**src/rtl/assert_macros.svh**
```systemverilog
// ----------------------------------------------------------------------------
// Assertion helper macros
// Clocked assertion forms used by path_hierarchy_tokenizer_core.
// ----------------------------------------------------------------------------
`ifndef ASSERT_MACROS_SVH
`define ASSERT_MACROS_SVH
// same-cycle implication, checked at every clk edge outside reset
`define ASSERT_IMPL(lbl, ante, cons) \
	lbl: assert property (@(posedge clk) disable iff (!arst_n) (ante) |-> (cons)) \
		else $error("assertion failed");
// next-cycle implication
`define ASSERT_NEXT(lbl, ante, cons) \
	lbl: assert property (@(posedge clk) disable iff (!arst_n) (ante) |=> (cons)) \
		else $error("assertion failed");
`endif

```
**src/rtl/pht_pkg.sv**
```systemverilog
`timescale 1ns / 1ps
// ----------------------------------------------------------------------------
// pht_pkg
// Types and constants of the path hierarchy tokenizer.
// ----------------------------------------------------------------------------
package pht_pkg;

	localparam int DELIM_MAX   = 4;
	localparam int RESULTS_MAX = 64;

	// configuration register indexes
	localparam logic [2:0] CFG_DELIM_BYTES = 3'd0;
	localparam logic [2:0] CFG_DELIM_LEN   = 3'd1;
	localparam logic [2:0] CFG_REPL_LEN    = 3'd2;
	localparam logic [2:0] CFG_SKIP_LEVELS = 3'd3;
	localparam logic [2:0] CFG_REVERSE     = 3'd4;

	typedef struct packed {
		logic [7:0] data_byte;
		logic       end_of_string;
	} pht_in_t;

	typedef struct packed {
		logic [6:0] token_start;
		logic [6:0] token_end;
		logic [8:0] converted_length;
		logic       overflow_flag;
		logic       last_token;
	} pht_out_t;

	typedef enum logic [2:0] {
		ST_IDLE,
		ST_SCAN,
		ST_FSKIP,
		ST_FRUN,
		ST_RTRIM,
		ST_RDOWN,
		ST_RCOUNT,
		ST_RFIND
	} pht_state_t;

endpackage

```
**src/rtl/pht_store.sv**
```systemverilog
`timescale 1ns / 1ps
// ----------------------------------------------------------------------------
// pht_store
// Byte store of the path string: one write port, one registered read port.
// ----------------------------------------------------------------------------
module pht_store #(
	parameter int DEPTH = 64,
	parameter int AW    = 6
) (
	input  logic          clk,
	input  logic          wr_en,
	input  logic [AW-1:0] wr_addr,
	input  logic [7:0]    wr_data,
	input  logic          rd_en,
	input  logic [AW-1:0] rd_addr,
	output logic [7:0]    rd_data
);
	logic [7:0] mem [DEPTH];

	always_ff @(posedge clk) begin
		if (wr_en) begin
			mem[wr_addr] <= wr_data;
		end
		if (rd_en) begin
			rd_data <= mem[rd_addr];
		end
	end
endmodule

```
**src/rtl/pht_match.sv**
```systemverilog
`timescale 1ns / 1ps
// ----------------------------------------------------------------------------
// pht_match
// Shared delimiter compare unit: keeps the last bytes read and compares the
// window ending at the new byte against the delimiter.
// ----------------------------------------------------------------------------
module pht_match (
	input  logic        clk,
	input  logic        shift_en,
	input  logic [7:0]  rd_data,
	input  logic [31:0] delim_bytes,
	input  logic [2:0]  dlen,
	output logic        match
);
	import pht_pkg::*;

	logic [7:0] win_q [DELIM_MAX-1];
	logic [7:0] nw    [DELIM_MAX];

	always_ff @(posedge clk) begin
		if (shift_en) begin
			win_q[0] <= rd_data;
			for (int i = 1; i < DELIM_MAX - 1; i++) begin
				win_q[i] <= win_q[i-1];
			end
		end
	end

	always_comb begin
		logic [2:0] sel;
		nw[0] = rd_data;
		for (int i = 1; i < DELIM_MAX; i++) begin
			nw[i] = win_q[i-1];
		end
		match = 1'b1;
		for (int j = 0; j < DELIM_MAX; j++) begin
			// byte j of the delimiter sits dlen-1-j places back
			sel = dlen - 3'd1 - 3'(j);
			if (3'(j) < dlen && nw[sel[1:0]] != delim_bytes[8*j +: 8]) begin
				match = 1'b0;
			end
		end
	end
endmodule

```
**src/rtl/path_hierarchy_tokenizer_core.sv**
```systemverilog
`timescale 1ns / 1ps
// ----------------------------------------------------------------------------
// path_hierarchy_tokenizer_core
// Splits a stored path string into hierarchy tokens (offset pairs).
// ----------------------------------------------------------------------------
// Usage:
//  - Bytes arrive on item with start; a word is taken when start is high and
//    busy is low. Up to MAX_LEN bytes are kept, the rest are dropped and
//    flagged as overflow.
//  - The word with end_of_string set launches the scan; busy stays high until
//    the last token has been issued.
//  - Scan: one pass over the store, one byte a cycle through the shared
//    compare unit, marking raw and non-overlapping delimiter hits. Then the
//    sequencer walks the hit bitmaps one position a cycle, forward or, with
//    reverse set, trimming levels from the end first.
//  - Each token shows on result for one cycle with result_valid; the receiver
//    cannot stall, tokens may come back to back.
//  - Config writes (cfg_wr_en/cfg_index/cfg_wdata) only while busy is low.
//  - Reset clears the fill count, overflow mark, sequencer and config to
//    their defaults; the byte store is not cleared.
// ----------------------------------------------------------------------------
module path_hierarchy_tokenizer_core #(
	parameter int MAX_LEN = 64
) (
	input  logic             clk,
	input  logic             arst_n,
	input  logic             start,
	output logic             busy,
	input  pht_pkg::pht_in_t item,
	input  logic             cfg_wr_en,
	input  logic [2:0]       cfg_index,
	input  logic [31:0]      cfg_wdata,
	output logic             result_valid,
	output pht_pkg::pht_out_t result
);
	import pht_pkg::*;
	`include "assert_macros.svh"

	localparam int AW = (MAX_LEN > 1) ? $clog2(MAX_LEN) : 1;
	localparam int CW = $clog2(MAX_LEN + 1);

	// config registers
	logic [31:0] dbytes_q;
	logic [2:0]  dlen_q, rlen_q;
	logic [6:0]  skip_q;
	logic        rev_q;

	pht_state_t state_q, state_d;

	logic [CW-1:0]      cnt_q, ptr_q, base_q, we_q, nxt_q, k_q, idx_s1;
	logic               ovf_q, flag_s1;
	logic [7:0]         lv_q;
	logic [6:0]         ecnt_q;
	logic [MAX_LEN-1:0] mraw_q, dsel_q;
	pht_out_t           res_q;
	logic               res_vld_q;

	logic [2:0] eff_d, eff_r;
	logic       accept, ptr_in, dbit, mbit, match, cap_hit;
	logic [7:0] steps;
	logic [CW-1:0] dw, pos, ptr_pd;
	logic       pos_ok;
	logic [7:0] rd_data;

	// emission request
	logic          emit_en, emit_last;
	logic [CW-1:0] emit_s, emit_e, emit_k;
	logic [8:0]    conv;

	assign accept = start && (state_q == ST_IDLE);
	assign eff_d  = (dlen_q == 3'd0) ? 3'd1 : (dlen_q > 3'd4) ? 3'd4 : dlen_q;
	assign eff_r  = (rlen_q == 3'd0) ? eff_d : (rlen_q > 3'd4) ? 3'd4 : rlen_q;
	assign dw     = CW'(eff_d);
	assign ptr_in = ptr_q < cnt_q;
	assign dbit   = ptr_in && dsel_q[ptr_q[AW-1:0]];
	assign mbit   = ptr_in && mraw_q[ptr_q[AW-1:0]];
	assign steps  = {1'b0, skip_q} + {7'd0, dsel_q[0]};
	assign ptr_pd = ptr_q + dw;
	// delimiter start position for the byte just read
	assign pos_ok = ({1'b0, idx_s1} + 1'b1) >= {1'b0, dw};
	assign pos    = idx_s1 + CW'(1) - dw;

	pht_store #(.DEPTH(MAX_LEN), .AW(AW)) u_store (
		.clk     (clk),
		.wr_en   (accept && (cnt_q < CW'(MAX_LEN))),
		.wr_addr (cnt_q[AW-1:0]),
		.wr_data (item.data_byte),
		.rd_en   ((state_q == ST_SCAN) && ptr_in),
		.rd_addr (ptr_q[AW-1:0]),
		.rd_data (rd_data)
	);

	pht_match u_match (
		.clk         (clk),
		.shift_en    (flag_s1),
		.rd_data     (rd_data),
		.delim_bytes (dbytes_q),
		.dlen        (eff_d),
		.match       (match)
	);

	// next state
	always_comb begin
		state_d = state_q;
		case (state_q)
			ST_IDLE: begin
				if (accept && item.end_of_string) state_d = ST_SCAN;
			end
			ST_SCAN: begin
				if (!ptr_in && !flag_s1) begin
					if (rev_q) state_d = ST_RTRIM;
					else if (skip_q == 7'd0) state_d = ST_FRUN;
					else state_d = ST_FSKIP;
				end
			end
			ST_FSKIP: begin
				if (!ptr_in) state_d = ST_IDLE;
				else if (dbit && (lv_q + 8'd1) == steps) state_d = ST_FRUN;
			end
			ST_FRUN: begin
				if (cap_hit || !ptr_in) state_d = ST_IDLE;
			end
			ST_RTRIM: begin
				if (lv_q == {1'b0, skip_q}) state_d = ST_RCOUNT;
				else if (we_q <= dw) state_d = ST_IDLE;
				else state_d = ST_RDOWN;
			end
			ST_RDOWN: begin
				if (mbit) state_d = ST_RTRIM;
				else if (ptr_q == '0) state_d = ST_IDLE;
			end
			ST_RCOUNT: begin
				if (!ptr_in) state_d = ST_RFIND;
			end
			ST_RFIND: begin
				if (cap_hit || (emit_en && emit_last)) state_d = ST_IDLE;
			end
			default: state_d = ST_IDLE;
		endcase
	end

	// outputs of the sequencer: token requests
	always_comb begin
		emit_en   = 1'b0;
		emit_last = 1'b0;
		emit_s    = base_q;
		emit_e    = ptr_q;
		emit_k    = k_q;
		case (state_q)
			ST_FRUN: begin
				if (ptr_in) begin
					emit_en = dbit;
				end else begin
					emit_en   = 1'b1;
					emit_last = 1'b1;
					emit_e    = cnt_q;
				end
			end
			ST_RFIND: begin
				emit_e = we_q;
				if (!ptr_in || dbit) begin
					emit_en   = 1'b1;
					emit_last = !(dbit && ({1'b0, ptr_pd} < {1'b0, we_q}));
				end
			end
			default: begin
				emit_en = 1'b0;
			end
		endcase
	end

	assign cap_hit = emit_en && (ecnt_q == 7'(RESULTS_MAX - 1));
	assign conv = 9'(emit_e) - 9'(emit_s) - 9'(emit_k) * 9'(eff_d)
		+ 9'(emit_k) * 9'(eff_r);
	assign busy = (state_q != ST_IDLE);
	assign result_valid = res_vld_q;
	assign result = res_q;

	always_ff @(posedge clk or negedge arst_n) begin
		if (!arst_n) begin
			dbytes_q <= 32'd47;
			dlen_q   <= 3'd1;
			rlen_q   <= 3'd0;
			skip_q   <= 7'd0;
			rev_q    <= 1'b0;
		end else if (cfg_wr_en) begin
			case (cfg_index)
				CFG_DELIM_BYTES: dbytes_q <= cfg_wdata;
				CFG_DELIM_LEN:   dlen_q   <= cfg_wdata[2:0];
				CFG_REPL_LEN:    rlen_q   <= cfg_wdata[2:0];
				CFG_SKIP_LEVELS: skip_q   <= cfg_wdata[6:0];
				CFG_REVERSE:     rev_q    <= cfg_wdata[0];
				default: ;
			endcase
		end
	end

	always_ff @(posedge clk or negedge arst_n) begin
		if (!arst_n) begin
			state_q   <= ST_IDLE;
			cnt_q     <= '0;
			ovf_q     <= 1'b0;
			flag_s1   <= 1'b0;
			res_vld_q <= 1'b0;
		end else begin
			state_q   <= state_d;
			res_vld_q <= emit_en;
			if (accept) begin
				if (cnt_q < CW'(MAX_LEN)) cnt_q <= cnt_q + CW'(1);
				else ovf_q <= 1'b1;
			end
			flag_s1 <= (state_q == ST_SCAN) && ptr_in;
			if (state_q != ST_IDLE && state_d == ST_IDLE) begin
				cnt_q <= '0;
				ovf_q <= 1'b0;
			end
		end
	end

	// datapath of the sequencer
	always_ff @(posedge clk) begin
		idx_s1 <= ptr_q;
		if (emit_en) begin
			res_q.token_start      <= 7'(emit_s);
			res_q.token_end        <= 7'(emit_e);
			res_q.converted_length <= conv;
			res_q.overflow_flag    <= ovf_q;
			res_q.last_token       <= emit_last || cap_hit;
			ecnt_q                 <= ecnt_q + 7'd1;
		end
		case (state_q)
			ST_IDLE: begin
				ptr_q  <= '0;
				nxt_q  <= '0;
				mraw_q <= '0;
				dsel_q <= '0;
				lv_q   <= '0;
				ecnt_q <= '0;
			end
			ST_SCAN: begin
				if (ptr_in) ptr_q <= ptr_q + CW'(1);
				if (flag_s1 && pos_ok) begin
					mraw_q[pos[AW-1:0]] <= match;
					if (match && pos >= nxt_q) begin
						dsel_q[pos[AW-1:0]] <= 1'b1;
						nxt_q <= pos + dw;
					end
				end
				if (state_d != ST_SCAN) begin
					we_q   <= cnt_q;
					base_q <= '0;
					k_q    <= CW'(dsel_q[0]);
					ptr_q  <= (state_d == ST_FRUN) ? CW'(1) : '0;
				end
			end
			ST_FSKIP: begin
				ptr_q <= ptr_q + CW'(1);
				if (dbit) begin
					lv_q   <= lv_q + 8'd1;
					base_q <= ptr_q;
					k_q    <= CW'(1);
				end
			end
			ST_FRUN: begin
				ptr_q <= ptr_q + CW'(1);
				if (dbit) k_q <= k_q + CW'(1);
			end
			ST_RTRIM: begin
				if (lv_q == {1'b0, skip_q}) begin
					ptr_q <= '0;
					k_q   <= '0;
				end else begin
					ptr_q <= we_q - dw - CW'(1);
				end
			end
			ST_RDOWN: begin
				if (mbit) begin
					we_q <= ptr_pd;
					lv_q <= lv_q + 8'd1;
				end else begin
					ptr_q <= ptr_q - CW'(1);
				end
			end
			ST_RCOUNT: begin
				ptr_q <= ptr_q + CW'(1);
				if (dbit && ({1'b0, ptr_pd} <= {1'b0, we_q})) k_q <= k_q + CW'(1);
				if (!ptr_in) begin
					ptr_q  <= '0;
					base_q <= '0;
				end
			end
			ST_RFIND: begin
				if (ptr_in && !dbit) begin
					ptr_q <= ptr_q + CW'(1);
				end else begin
					base_q <= ptr_pd;
					ptr_q  <= ptr_pd;
					k_q    <= k_q - CW'(1);
				end
			end
			default: ;
		endcase
	end

	`ASSERT_NEXT(a_last_ends, res_vld_q && res_q.last_token, !res_vld_q)
	`ASSERT_IMPL(a_scan_nonempty, state_q == ST_SCAN, cnt_q != '0)
	`ASSERT_IMPL(a_token_order, emit_en, emit_s <= emit_e)
	`ASSERT_IMPL(a_idle_quiet, state_q == ST_IDLE, !emit_en)
endmodule
```
**config.mk**
```make
export PLATFORM = sky130hd
export DESIGN_NAME = path_hierarchy_tokenizer_core
export DESIGN_NICKNAME = d
export VERILOG_FILES = /design/src/rtl/pht_pkg.sv /design/src/rtl/pht_store.sv /design/src/rtl/pht_match.sv /design/src/rtl/path_hierarchy_tokenizer_core.sv
export VERILOG_INCLUDE_DIRS = /design/src /design/src/rtl
export SDC_FILE = /design/constraint.sdc
export NUM_CORES = 1
export LEC_CHECK = 0
export BUFFER_PORTS_ARGS = -buffer_cell sky130_fd_sc_hd__buf_2
export CAP_MARGIN = 15
export CORE_ASPECT_RATIO = 0.7
export CORE_UTILIZATION = 45
export DETAILED_ROUTE_END_ITERATION = 7
export PLACE_DENSITY = 0.64
export SLEW_MARGIN = 20
export SYNTH_ARGS = -nofsm -noshare
export SYNTH_HDL_FRONTEND = slang
export SYNTH_SLANG_ARGS = --single-unit
```
**constraint.sdc**
```tcl
create_clock -name clk -period 10.13 [get_ports clk]
set_clock_uncertainty 0.1 [all_clocks]
set_input_delay 2.026 -clock clk [delete_from_list [all_inputs] [get_ports clk]]
set_output_delay 2.026 -clock clk [all_outputs]
set_load 0.02 [all_outputs]
```
Word level (Yosys, flattened, before mapping)
Memory sizes are Yosys's and may differ from the RTL's. A register that Yosys moved wholly into a read port is not among the register bits.
Index checks and enable logic that the tools add are counted.
{"block": "word_totals", "out_inout_bits": 27, "memories": 2, "inputBits": 48, "ram_bits": 536, "regBits": 269, "wordCells": 261}
{"name": "u_store.mem", "depth": 64, "word_bits": 8, "read_ports": 1, "rd_clocked_by_memory_dff": 1, "write_ports": 1, "line_no": "pht_store.sv:18", "text": "logic [7:0] mem [DEPTH];"}
{"name": "u_match.win_q", "depth": 3, "word_bits": 8, "read_ports": 3, "rd_clocked_by_memory_dff": 0, "write_ports": 3, "line_no": "pht_match.sv:17", "text": "logic [7:0] win_q [DELIM_MAX-1];"}
{"block": "op_classes", "bitwise": 5, "multipliers": 2, "n_eq_ne": 33, "order_cmp": 20, "add_sub_neg": 22, "mux": 93, "reduce_logical": 59}
{"operator": "case mux 64 bit (2 select lines)", "count": 2}
{"operator": "two-way mux 64 bit", "count": 3}
{"operator": "two-way mux 7 bit", "count": 24}
{"operator": "two-way mux 8 bit", "count": 10}
{"operator": "binary-select mux 8 bit (select 2 bit)", "count": 4}
{"operator": "bitwise mux 64 bit", "count": 1}
{"operator": "OR 64 bit", "count": 1}
{"operator": "case mux 7 bit (7 select lines)", "count": 1}
{"operator": "two-way mux 3 bit", "count": 16}
{"operator": "case mux 7 bit (2 select lines)", "count": 3}
{"operator": "case mux 7 bit (6 select lines)", "count": 1}
{"operator": "adder 7 x 1 -> 7 bit (second input constant)", "count": 5}
{"operator": "!= test 8 bit", "count": 4}
{"operator": "case mux 7 bit (4 select lines)", "count": 1}
{"operator": "case mux 3 bit (8 select lines)", "count": 1}
{"operator": "case mux 8 bit (3 select lines)", "count": 1}
{"operator": "logical AND 1 bit", "count": 21}
{"operator": "subtractor 7 x 1 -> 7 bit (second input constant)", "count": 3}
{"operator": "two-way mux 1 bit", "count": 20}
{"operator": "multiplier 7 x 3 -> 9 bit", "count": 2}
{"operator": "AND reduction 2 bit", "count": 9}
{"operator": "!= test 2 bit (second input constant)", "count": 8}
{"operator": "== test 3 x 2 -> 1 bit (second input constant)", "count": 5}
{"operator": "== test 3 bit (second input constant)", "count": 5}
{"operator": "45 further kinds", "count": 83}

Longest topological paths before layout
Gate-level depths: netlist of the first run.
{"block": "logic_depth", "word_depth": 18, "depth_mapped": 26, "mapped_depth_nobuf": 24}

Cells and area by module
A second synthesis of the first run with hierarchy kept.
{"block": "unflattened", "cells_unflattened": 2664, "area_unflattened_um2": 38725.9}
{"mod": "pht_store", "cells_per_inst": 940, "area_per_inst_um2": 20246.9, "n_inst": 1}
{"mod": "path_hierarchy_tokenizer_core", "cells_per_inst": 1611, "area_per_inst_um2": 16594.7, "n_inst": 1}
{"mod": "pht_match", "cells_per_inst": 113, "area_per_inst_um2": 1884.3, "n_inst": 1}

Worst setup path before layout of the first run
OpenSTA, ideal clock, no wires.
{"block": "synth_path", "path_type": "flip-flop to flip-flop", "from": "reg dlen_q[2]", "to": "reg dsel_q[0], enable pin", "t_arrival_ns": 8.396, "setup_ns": 0.598, "stages_incl_launch_ff": 18, "path_buffers": 1, "required_ns": 9.432, "slack_ns": 1.036, "period_less_slack_ns": 9.094, "path_cell_list": "dfrtp_1 buf_2 clkinv_1 nand2_1 inv_1 ha_1 inv_1 ha_1 fa_1 a21o_1 a21oi_1 xor2_1 inv_1 ha_1 nand2_1 o21ai_0 nand3b_1 o21ai_0"}
{"block": "synth_between", "elab_chain_cells": 17, "word_cells_on_any_way": 48, "classes_between": "add/sub (5); order compare (7); eq/ne (6); mux (18); bitwise (4); reduce/logical (8)"}
{"element": "start, declared", "line_no": "path_hierarchy_tokenizer_core.sv:44", "text": "logic [2:0] dlen_q, rlen_q;"}
{"element": "start signal, assigned", "line_no": "path_hierarchy_tokenizer_core.sv:189", "text": "CFG_DELIM_LEN: dlen_q <= cfg_wdata[2:0];"}
{"element": "greater-than comparator 3 bit", "line_no": "path_hierarchy_tokenizer_core.sv:71", "text": "assign eff_d = (dlen_q == 3'd0) ? 3'd1 : (dlen_q > 3'd4) ? 3'd4 : dlen_q;"}
{"element": "two-way mux 3 bit", "line_no": "path_hierarchy_tokenizer_core.sv:71"}
{"element": "two-way mux 3 bit *", "line_no": "path_hierarchy_tokenizer_core.sv:71"}
{"element": "subtractor 2 x 1 -> 2 bit", "line_no": "pht_match.sv:38", "text": "sel = dlen - 3'd1 - 3'(j);"}
{"element": "subtractor 2 x 1 -> 2 bit or inverter 2 -> 3 bit (tied branches)", "line_no": "pht_match.sv:38, pht_match.sv:39"}
{"element": "inverter 2 -> 3 bit (implied by the code) or binary-select mux 8 bit (select 2 bit) (tied branches)", "line_no": "pht_match.sv:39", "text": "if (3'(j) < dlen && nw[sel[1:0]] != delim_bytes[8*j +: 8]) begin"}
{"element": "binary-select mux 8 bit (select 2 bit) or two-way mux 8 bit (tied branches)", "line_no": "pht_match.sv:39"}
{"element": "two-way mux 8 bit (implied by the code)", "line_no": "pht_match.sv:39"}
{"element": "two-way mux 8 bit (implied by the code) or != test 8 bit (tied branches)", "line_no": "pht_match.sv:39"}
{"element": "!= test 8 bit or logical AND 1 bit (tied branches)", "line_no": "pht_match.sv:39"}
{"element": "logical AND 1 bit or two-way mux 1 bit (tied branches)", "line_no": "pht_match.sv:39"}
{"element": "two-way mux 1 bit (3 in a row)", "line_no": "pht_match.sv:39"}
{"element": "logical AND 1 bit", "line_no": "path_hierarchy_tokenizer_core.sv:244", "text": "if (match && pos >= nxt_q) begin"}
{"element": "!= test 2 x 1 -> 1 bit (no source line)"}
{"element": "AND reduction 3 bit (no source line) *"}
{"element": "end signal, assigned", "line_no": "path_hierarchy_tokenizer_core.sv:236", "text": "dsel_q <= '0;"}
{"element": "end signal, assigned by index", "line_no": "path_hierarchy_tokenizer_core.sv:245", "text": "dsel_q[pos[AW-1:0]] <= 1'b1;"}
{"element": "end, declared", "line_no": "path_hierarchy_tokenizer_core.sv:54", "text": "logic [MAX_LEN-1:0] mraw_q, dsel_q;"}
Every way passes the cells marked *; elsewhere a longest branch is shown, timed or not. The select of a mux whose other input is x is not followed.
A chain may end at the register's enable or synchronous reset.

Worst setup path after layout of the first run
{"block": "layout_path", "from": "reg dlen_q[1]", "to": "reg dsel_q[33], enable pin"}
The elaborated chain is that of the path after synthesis.

==> results by group, run 1 <==
Place
  – PortBufs: 74
  – HPWL Detailed: 61900 µm
  – Final GP Congestion: 0.922

Floorplanning
  – Die ar.: 86400 µm²
  – Chip height: 246 µm
  – Die width: 351 µm
  – Cell row count: 89
  – Initial Utilization: 45.5%
  – CORE AREA: 84300 µm²
  – I/O pins: 75

Flow run
  – Max-cap viol count: 0

Setup path
  – Crit-path leading delay family: adder cells
  – Crit start category: flip-flop
  – FF-to-FF End: dsel_q[33]$_SDFFCE_PN0P_
  – Worst reg-to-reg setup slack: 3830 ps
  – Worst EP arrival: 6490 ps
  – Most used cell, CP: ha_1
  – CP Cell Sequence: nor2b_2 > nor2_8 > inv_2 > ha_1 > ha_1 > fa_1 > a21o_1 > a21oi_1 > xor2_1 > inv_1 > ha_1 > nand2_1 > o21ai_0 > nand3b_1 > o21ai_4 > buf_4
  – FF-to-FF Start: dlen_q[1]$_DFFE_PN0P_
  – Critical setup path kind: flip-flop to flip-flop
  – WP data required: 10310 ps
  – Buf+Inv Stages, Crit Path: 3
  – CP max stage cell: o21ai_4
  – Kind of end point of the critical path: flip-flop
  – CP peak stage delay: 810 ps
  – Worst Reg-to-Reg Cells: 16
  – Crit Path Max Fanout: 42

Clock network
  – Worst-Skew Late Latency: 670 ps
  – Cts hold-fix bufs: 0
  – Clk sinks: 813
  – Post-CTS Setup Bufs: 0
  – Clock transition at the registers of the reported paths: 60 ps
  – Maximum root-to-sink buffer count: 3
  – Root Buffer: clkbuf_16
  – H-Tree Depth: 3
  – CTS buffer count: 80
  – TritonCTS clock tree: yes
  – CTS resizes: 0

Pwr
  – Peak VDD IR: 635 µV
  – Pwr per Cell Area: 352 nW/µm²
  – Leakage power: 0.0147 µW
  – Overall Power: 15000 µW

Finish
  – Storage element area: 24000 µm²
  – Layout cell share with drive strength beyond 1: 20.1%
  – Multi-input gate area: 13400 µm²
  – Commonest non-fill, non-tap cells in the layout: edfxtp_1, nor2_1, mux4_2
  – Final net count: 2795
  – Fill cells: 7025
  – Ant. Diodes: 0
  – Area growth, synth to finish: 10.9%
  – Most common cell after layout, fill and taps aside: edfxtp_1

Logic synthesis
  – #FFs+latches synth: 813
  – Primary FF master, synth: edfxtp_1
  – Cell variety after synth: 77
  – Sequential area share after synthesis: 62.5%
  – Mapped Avg Cell Area: 14.9 µm²
  – Cell count after synthesis: 2574
  – Post-synthesis cell area: 38400 µm²
  – Asr flop ratio synth: 7.26%
  – Syn Nets: 2735
  – Post-synth EDFFs: 740
  – Yosys warns: 0

Worst hold path
  – Hold Crit Depth: 0
  – Hold endpoint: result[22]$_DFFE_PP_
  – Hold_sp: base_q[4]$_DFFE_PP_
  – Hold WC Path Type: flip-flop to flip-flop

Timing
  – Worst slew margin: 25.4%
  – Final setup vio count: 0
  – Total Negative Setup Slacks: 0 ps
  – Final min period: 6300 ps
  – Final Max Tran Viols: 0
  – Period utilization: 62.2%
  – Max Clk Rate: 159 MHz
  – Final number of hold-violating endpoints: 0
  – RSZ-0062 raised after global routing: false
  – Slew of the pin with the lowest slew margin: 1120 ps

Routing
  – DRC: 0
  – DR WL/cell: 25.0 µm
  – DRT iter0 DRCs: 2337
  – Vias/cell: 5.96
  – Met3 Routed Length: 8270 µm
  – Uppermost layer routed: met5
  – Post-DRT Antenna Nets: 0
  – WL met2: 41400 µm
  – Wire length on met1: 44200 µm
  – Drt first pass iters: 6
  – Total Wirelength: 95800 µm
  – Total number of vias: 22900

GRT
  – Total track usage: 22.3%
  – Pin count of the biggest net entering global routing: 118
  – Grt total ovfl: 0
  – Vias in the first global route: 22200
  – First-pass GRT wire length: 143000 µm
  – Initial antenna violation count: 2

Status
  – Status: finished, final reports clean
==> through the flow <==
step / cell area (µm²) / setup slack (ps) / instances / hold WS (ps) / utilization, %
final: 42500 / 3830 / 3834 / 344 / 50.5
after global routing: 42500 / 3380 / 3834 / 374 / 50.5
after CTS: 42500 / 3900 / 3834 / 345 / 50.5
after detailed placement: 40000 / 3930 / 3689 / 332 / 47.4
after global placement: 40000 / 3990 / 3689 / 346 / 47.4
after floorplan: 38400 / 1040 / 2574 / 272 / -
==> Yosys cell counts (all sizes together) (5+ instances only) <==
library cell	instances	area share (%)
a22oi	22	0.43
and3	14	0.23
xor2	48	1.1
o21ai	108	2.0
nor4	7	0.13
or3	5	0.082
a22o	5	0.11
xnor2	61	1.4
clkbuf	101	0.99
dfrtp	53	3.5
ha	78	2.5
a21oi	139	1.8
fa	35	1.8
o211ai	5	0.098
nand2b	12	0.20
mux2	42	1.2
a31oi	10	0.16
nor2	212	2.1
inv	113	1.1
nand3b	5	0.098
nand4	7	0.11
nand3	94	1.2
dfstp	6	0.41
nor2b	15	0.25
a211oi	6	0.12
mux4	181	11
nor3	17	0.22
nand2	153	1.5
o21bai	8	0.16
mux2i	99	2.6
dfxtp	14	0.73
buf	37	0.56
nor3b	6	0.12
a222oi	7	0.18
a21o	17	0.33
o22ai	21	0.34
and2	28	0.46
edfxtp	740	58
==> sequential cells by signal, summed over array words and instances (netlist names), 8 cells and up <==
register,flops
u_store.rd_data,8
u_store.mem,512
dsel_q,64
dbytes_q,32
u_match.win_q,24
result,25
mraw_q,64
lv_q,8
==> worst reg2reg max path: cells and delay by family (launching register included) <==
family                     cells  cell delay, ps
AOI/OAI and AO/OA              4            1350
DFF                            1             630
adders and majority gates      4            1370
xor gates and xnor gates       1             400
buffers and inverters          3            1110
and+or+nand+nor                4             940
==> power by group <==
group	internal, µW	total, µW	switching, µW
combinational	2760	7030	4270
sequential	4580	5000	419
clock	1630	2940	1310
==> kinds of logic (layout without fill, tap and decap cells) <==
group	count (synthesis)	count (layout)	synth area share [%]
DFF	813	813	62.5
and+or+nand+nor	588	588	7.05
AOI/OAI and AO/OA	375	375	6.44
muxes	322	322	14.4
buffers and inverters	254	377	2.69
adders and majority gates	113	113	4.37
xor gates and xnor gates	109	109	2.49
==> worst max path at each step <==
stage               slack (ps)                       end                  start  cells after the start
floorplan                 1040   dsel_q[0]$_SDFFCE_PN0P_  dlen_q[2]$_DFFE_PN0P_                     17
global placement          3990      result[10]$_DFFE_PP_   cnt_q[3]$_DFFE_PN0P_                     23
detailed placement        3930  dsel_q[32]$_SDFFCE_PN0P_  dlen_q[1]$_DFFE_PN0P_                     16
CTS                       3900  dsel_q[33]$_SDFFCE_PN0P_  dlen_q[1]$_DFFE_PN0P_                     16
global route              3380      result[10]$_DFFE_PP_  dlen_q[1]$_DFFE_PN0P_                     19
finish                    3830  dsel_q[33]$_SDFFCE_PN0P_  dlen_q[1]$_DFFE_PN0P_                     16
==> per-layer routing <==
metal	up-vias	track usage [%]
li1	9954	-
met1	11800	35.0
met2	969	31.7
met3	129	4.13
met4	2	5.24
met5	-	0
==> layout make-up <==
cell class,instances,share of cell area (%)
Tap cell,1137,3.34
Clock buffer,99,4.97
Sequential cell,813,56.4
Timing Repair Buffer,116,1.65
Multi-Input combinational cell,1507,31.6
Clock inverter,46,1.05
Inverter,116,1.02
(Power assumes the default switching activity.)
==> inputs of run 2 (changes only) <==
- clock period: 10.13 -> 6.3 ns (I/O delays scaled with it)
==> run 2 against run 1 <==
Combinational power is 58% higher. Cell area up 1.1%. First-iteration DRC count is 4.2% higher. Power rose by 63%. Die area did not move.
==> results by group, run 2 (same netlist as run 1, synthesis figures left out) <==
Finish
  – Final net count: 2819 (was 2795)
  – Top Registers: u_store.mem x512, dsel_q x64, mraw_q x64 (unchanged)
  – Fill cells: 6893 (was 7025)
  – Storage element area: 24000 µm² (unchanged)
  – Commonest non-fill, non-tap cells in the layout: edfxtp_1, nor2_1, mux4_2 (unchanged)
  – Layout cell share with drive strength beyond 1: 21.2% (was 20.1%)
  – Max FFs per register: 512 (unchanged)
  – Most common cell after layout, fill and taps aside: edfxtp_1 (unchanged)
  – Biggest register: u_store.mem (unchanged)
  – Multi-input gate area: 13400 µm² (about the same)
  – Area growth, synth to finish: 12.2% (was 10.9%)

Timing
  – Worst slew margin: 22.6% (was 25.4%)
  – Slew of the pin with the lowest slew margin: 1160 ps (was 1120 ps)
  – Final setup vio count: 0 (unchanged)
  – RSZ-0062 raised after global routing: false (unchanged)
  – Final min period: 5840 ps (was 6300 ps)
  – Final number of hold-violating endpoints: 0 (unchanged)
  – Max Clk Rate: 171 MHz (was 159 MHz)
  – Period utilization: 92.7% (was 62.2%)
  – Total Negative Setup Slacks: 0 ps (unchanged)
  – Final Max Tran Viols: 0 (unchanged)

GRT
  – Total track usage: 22.4% (was 22.3%)
  – First-pass GRT wire length: 144000 µm (was 143000 µm)
  – Grt total ovfl: 0 (unchanged)
  – Vias in the first global route: 22200 (about the same)
  – Pin count of the biggest net entering global routing: 131 (was 118)
  – Initial antenna violation count: 3 (was 2)

Pwr
  – Peak VDD IR: 1040 µV (was 635 µV)
  – Switching part of the total: 38.8% (was 40.1%)
  – Flop pwr share: 32.8% (was 33.4%)
  – P_int: 14900 µW (was 8960 µW)
  – Pwr per Cell Area: 565 nW/µm² (was 352 nW/µm²)
  – Switching pwr: 9440 µW (was 6010 µW)
  – Clock power share: 21.4% (was 19.7%)
  – Leakage power: 0.0149 µW (was 0.0147 µW)
  – Logic gate share of total power: 45.8% (was 47.0%)
  – Overall Power: 24300 µW (was 15000 µW)

Routing
  – Drt first pass iters: 8 (was 6)
  – Post-DRT Antenna Nets: 0 (unchanged)
  – DRC: 0 (unchanged)
  – Total number of vias: 22800 (was 22900)
  – DRT iter0 DRCs: 2436 (was 2337)
  – Vias/cell: 5.89 (was 5.96)
  – DR WL/cell: 24.7 µm (was 25.0 µm)
  – Total Wirelength: 95600 µm (was 95800 µm)

Clock network
  – H-Tree Depth: 3 (unchanged)
  – Cts hold-fix bufs: 0 (unchanged)
  – CTS resizes: 0 (unchanged)
  – CTS buffer count: 80 (unchanged)
  – Maximum root-to-sink buffer count: 3 (unchanged)
  – Root Buffer: clkbuf_16 (unchanged)
  – Clk sinks: 813 (unchanged)
  – Worst-Skew Late Latency: 660 ps (was 670 ps)
  – Post-CTS Setup Bufs: 0 (unchanged)
  – TritonCTS clock tree: yes (unchanged)
  – Clock transition at the registers of the reported paths: 60 ps (about the same)

Floorplanning
  – CORE AREA: 84300 µm² (unchanged)
  – Die width: 351 µm (unchanged)
  – Chip height: 246 µm (unchanged)
  – Initial Utilization: 45.5% (unchanged)
  – Die ar.: 86400 µm² (unchanged)
  – I/O pins: 75 (unchanged)
  – Cell row count: 89 (unchanged)

Status
  – Status: finished, final reports clean (unchanged)

Setup path
  – CP peak stage delay: 520 ps (was 810 ps)
  – WP data required: 6590 ps (was 10310 ps)
  – Crit Path Max Fanout: 7 (was 42)
  – Crit start category: flip-flop (unchanged)
  – Most used cell, CP: a21oi_1 (was ha_1)
  – Worst EP arrival: 6130 ps (was 6490 ps)
  – Critical setup path kind: flip-flop to flip-flop (unchanged)
  – CP max stage cell: or4_1 (was o21ai_4)
  – Kind of end point of the critical path: flip-flop (unchanged)
  – CP Cell Sequence: clkinv_1 > ha_1 > or4_1 > a21oi_1 > a21oi_1 > and2_1 > nand2_1 > o22ai_1 > a21oi_1 > ha_1 > nor2b_1 > o21ai_0 > a21oi_1 > o21ai_0 > nand2b_1 > a21o_1 > a21oi_1 > fa_1 > ha_1 > a21oi_1 > o21ai_0 > xnor2_1 > xnor2_1 (was nor2b_2 > nor2_8 > inv_2 > ha_1 > ha_1 > fa_1 > a21o_1 > a21oi_1 > xor2_1 > inv_1 > ha_1 > nand2_1 > o21ai_0 > nand3b_1 > o21ai_4 > buf_4)

Flow run
  – Max-cap viol count: 0 (unchanged)

Worst hold path
  – Hold WC Path Type: flip-flop to flip-flop (unchanged)

Place
  – PortBufs: 74 (unchanged)
  – Final GP Congestion: 0.952 (was 0.922)
  – HPWL Detailed: 60900 µm (was 61900 µm)
-- run 2: power groups by stage --
stage	registers [µW]	logic [µW]	clock network, µW
after detailed placement	8070	11100	0
after CTS	7960	11100	5310
after global placement	8020	10900	0
final	7970	11100	5220
after global routing	8070	12400	5500
after floorplan	7930	7870	0
-- run 2: path summary, 6_finish.rpt --
check	startpoint	endpoint	slack [ps]	cells past startpoint
max	cnt_q[3]$_DFFE_PN0P_	result[10]$_DFFE_PP_	460	23
min	base_q[2]$_DFFE_PP_	result[20]$_DFFE_PP_	370	0
max reg2reg	cnt_q[3]$_DFFE_PN0P_	result[10]$_DFFE_PP_	460	23
min reg2reg	base_q[2]$_DFFE_PP_	result[20]$_DFFE_PP_	370	0
max in group asynchronous	arst_n	state_q[0]$_DFF_PN0_	4840	2
min in group asynchronous	arst_n	dbytes_q[27]$_DFFE_PN0P_	680	2
-- run 2: area by class of cell --
type,count,share of cell area (%)
Tap cell,1137,3.31
Clock buffer,99,5.06
Inverter,116,1.01
Antenna cell,1,0.00582
Clock inverter,50,1.60
Sequential cell,813,55.7
Timing Repair Buffer,140,2.11
Multi-Input combinational cell,1507,31.2
-- run 2: layer usage --
| metal | share of wire (%) | vias to the layer above | GRT usage, % | routed length [µm] |
|---|---|---|---|---|
| li1 | - | 10000 | - | - |
| met1 | 46 | 11600 | 35.5 | 44200 |
| met2 | 43 | 977 | 31.4 | 41000 |
| met3 | 9.0 | 129 | 4.56 | 8630 |
| met4 | 1.8 | 0 | 4.74 | 1730 |
| met5 | 0 | - | 0 | 0 |
-- run 2: stage by stage --
stage	worst slack, ps	utilization (%)	area, µm²	instances	hold slack [ps]
floorplan	474	-	38400	2574	272
global placement	674	47.6	40200	3713	346
detailed placement	563	47.6	40200	3713	364
CTS	516	51.0	43000	3862	377
global route	78.1	51.0	43000	3862	391
finish	459	51.0	43000	3863	369
-- run 2: critical path, delay by kind of cell (launching register included) --
family          cells  cell delay [ps]
flops               1              480
buf+inv             1              140
fa+ha+maj           4             1370
compound gates     11             2030
simple gates        5             1140
xor+xnor            2              290
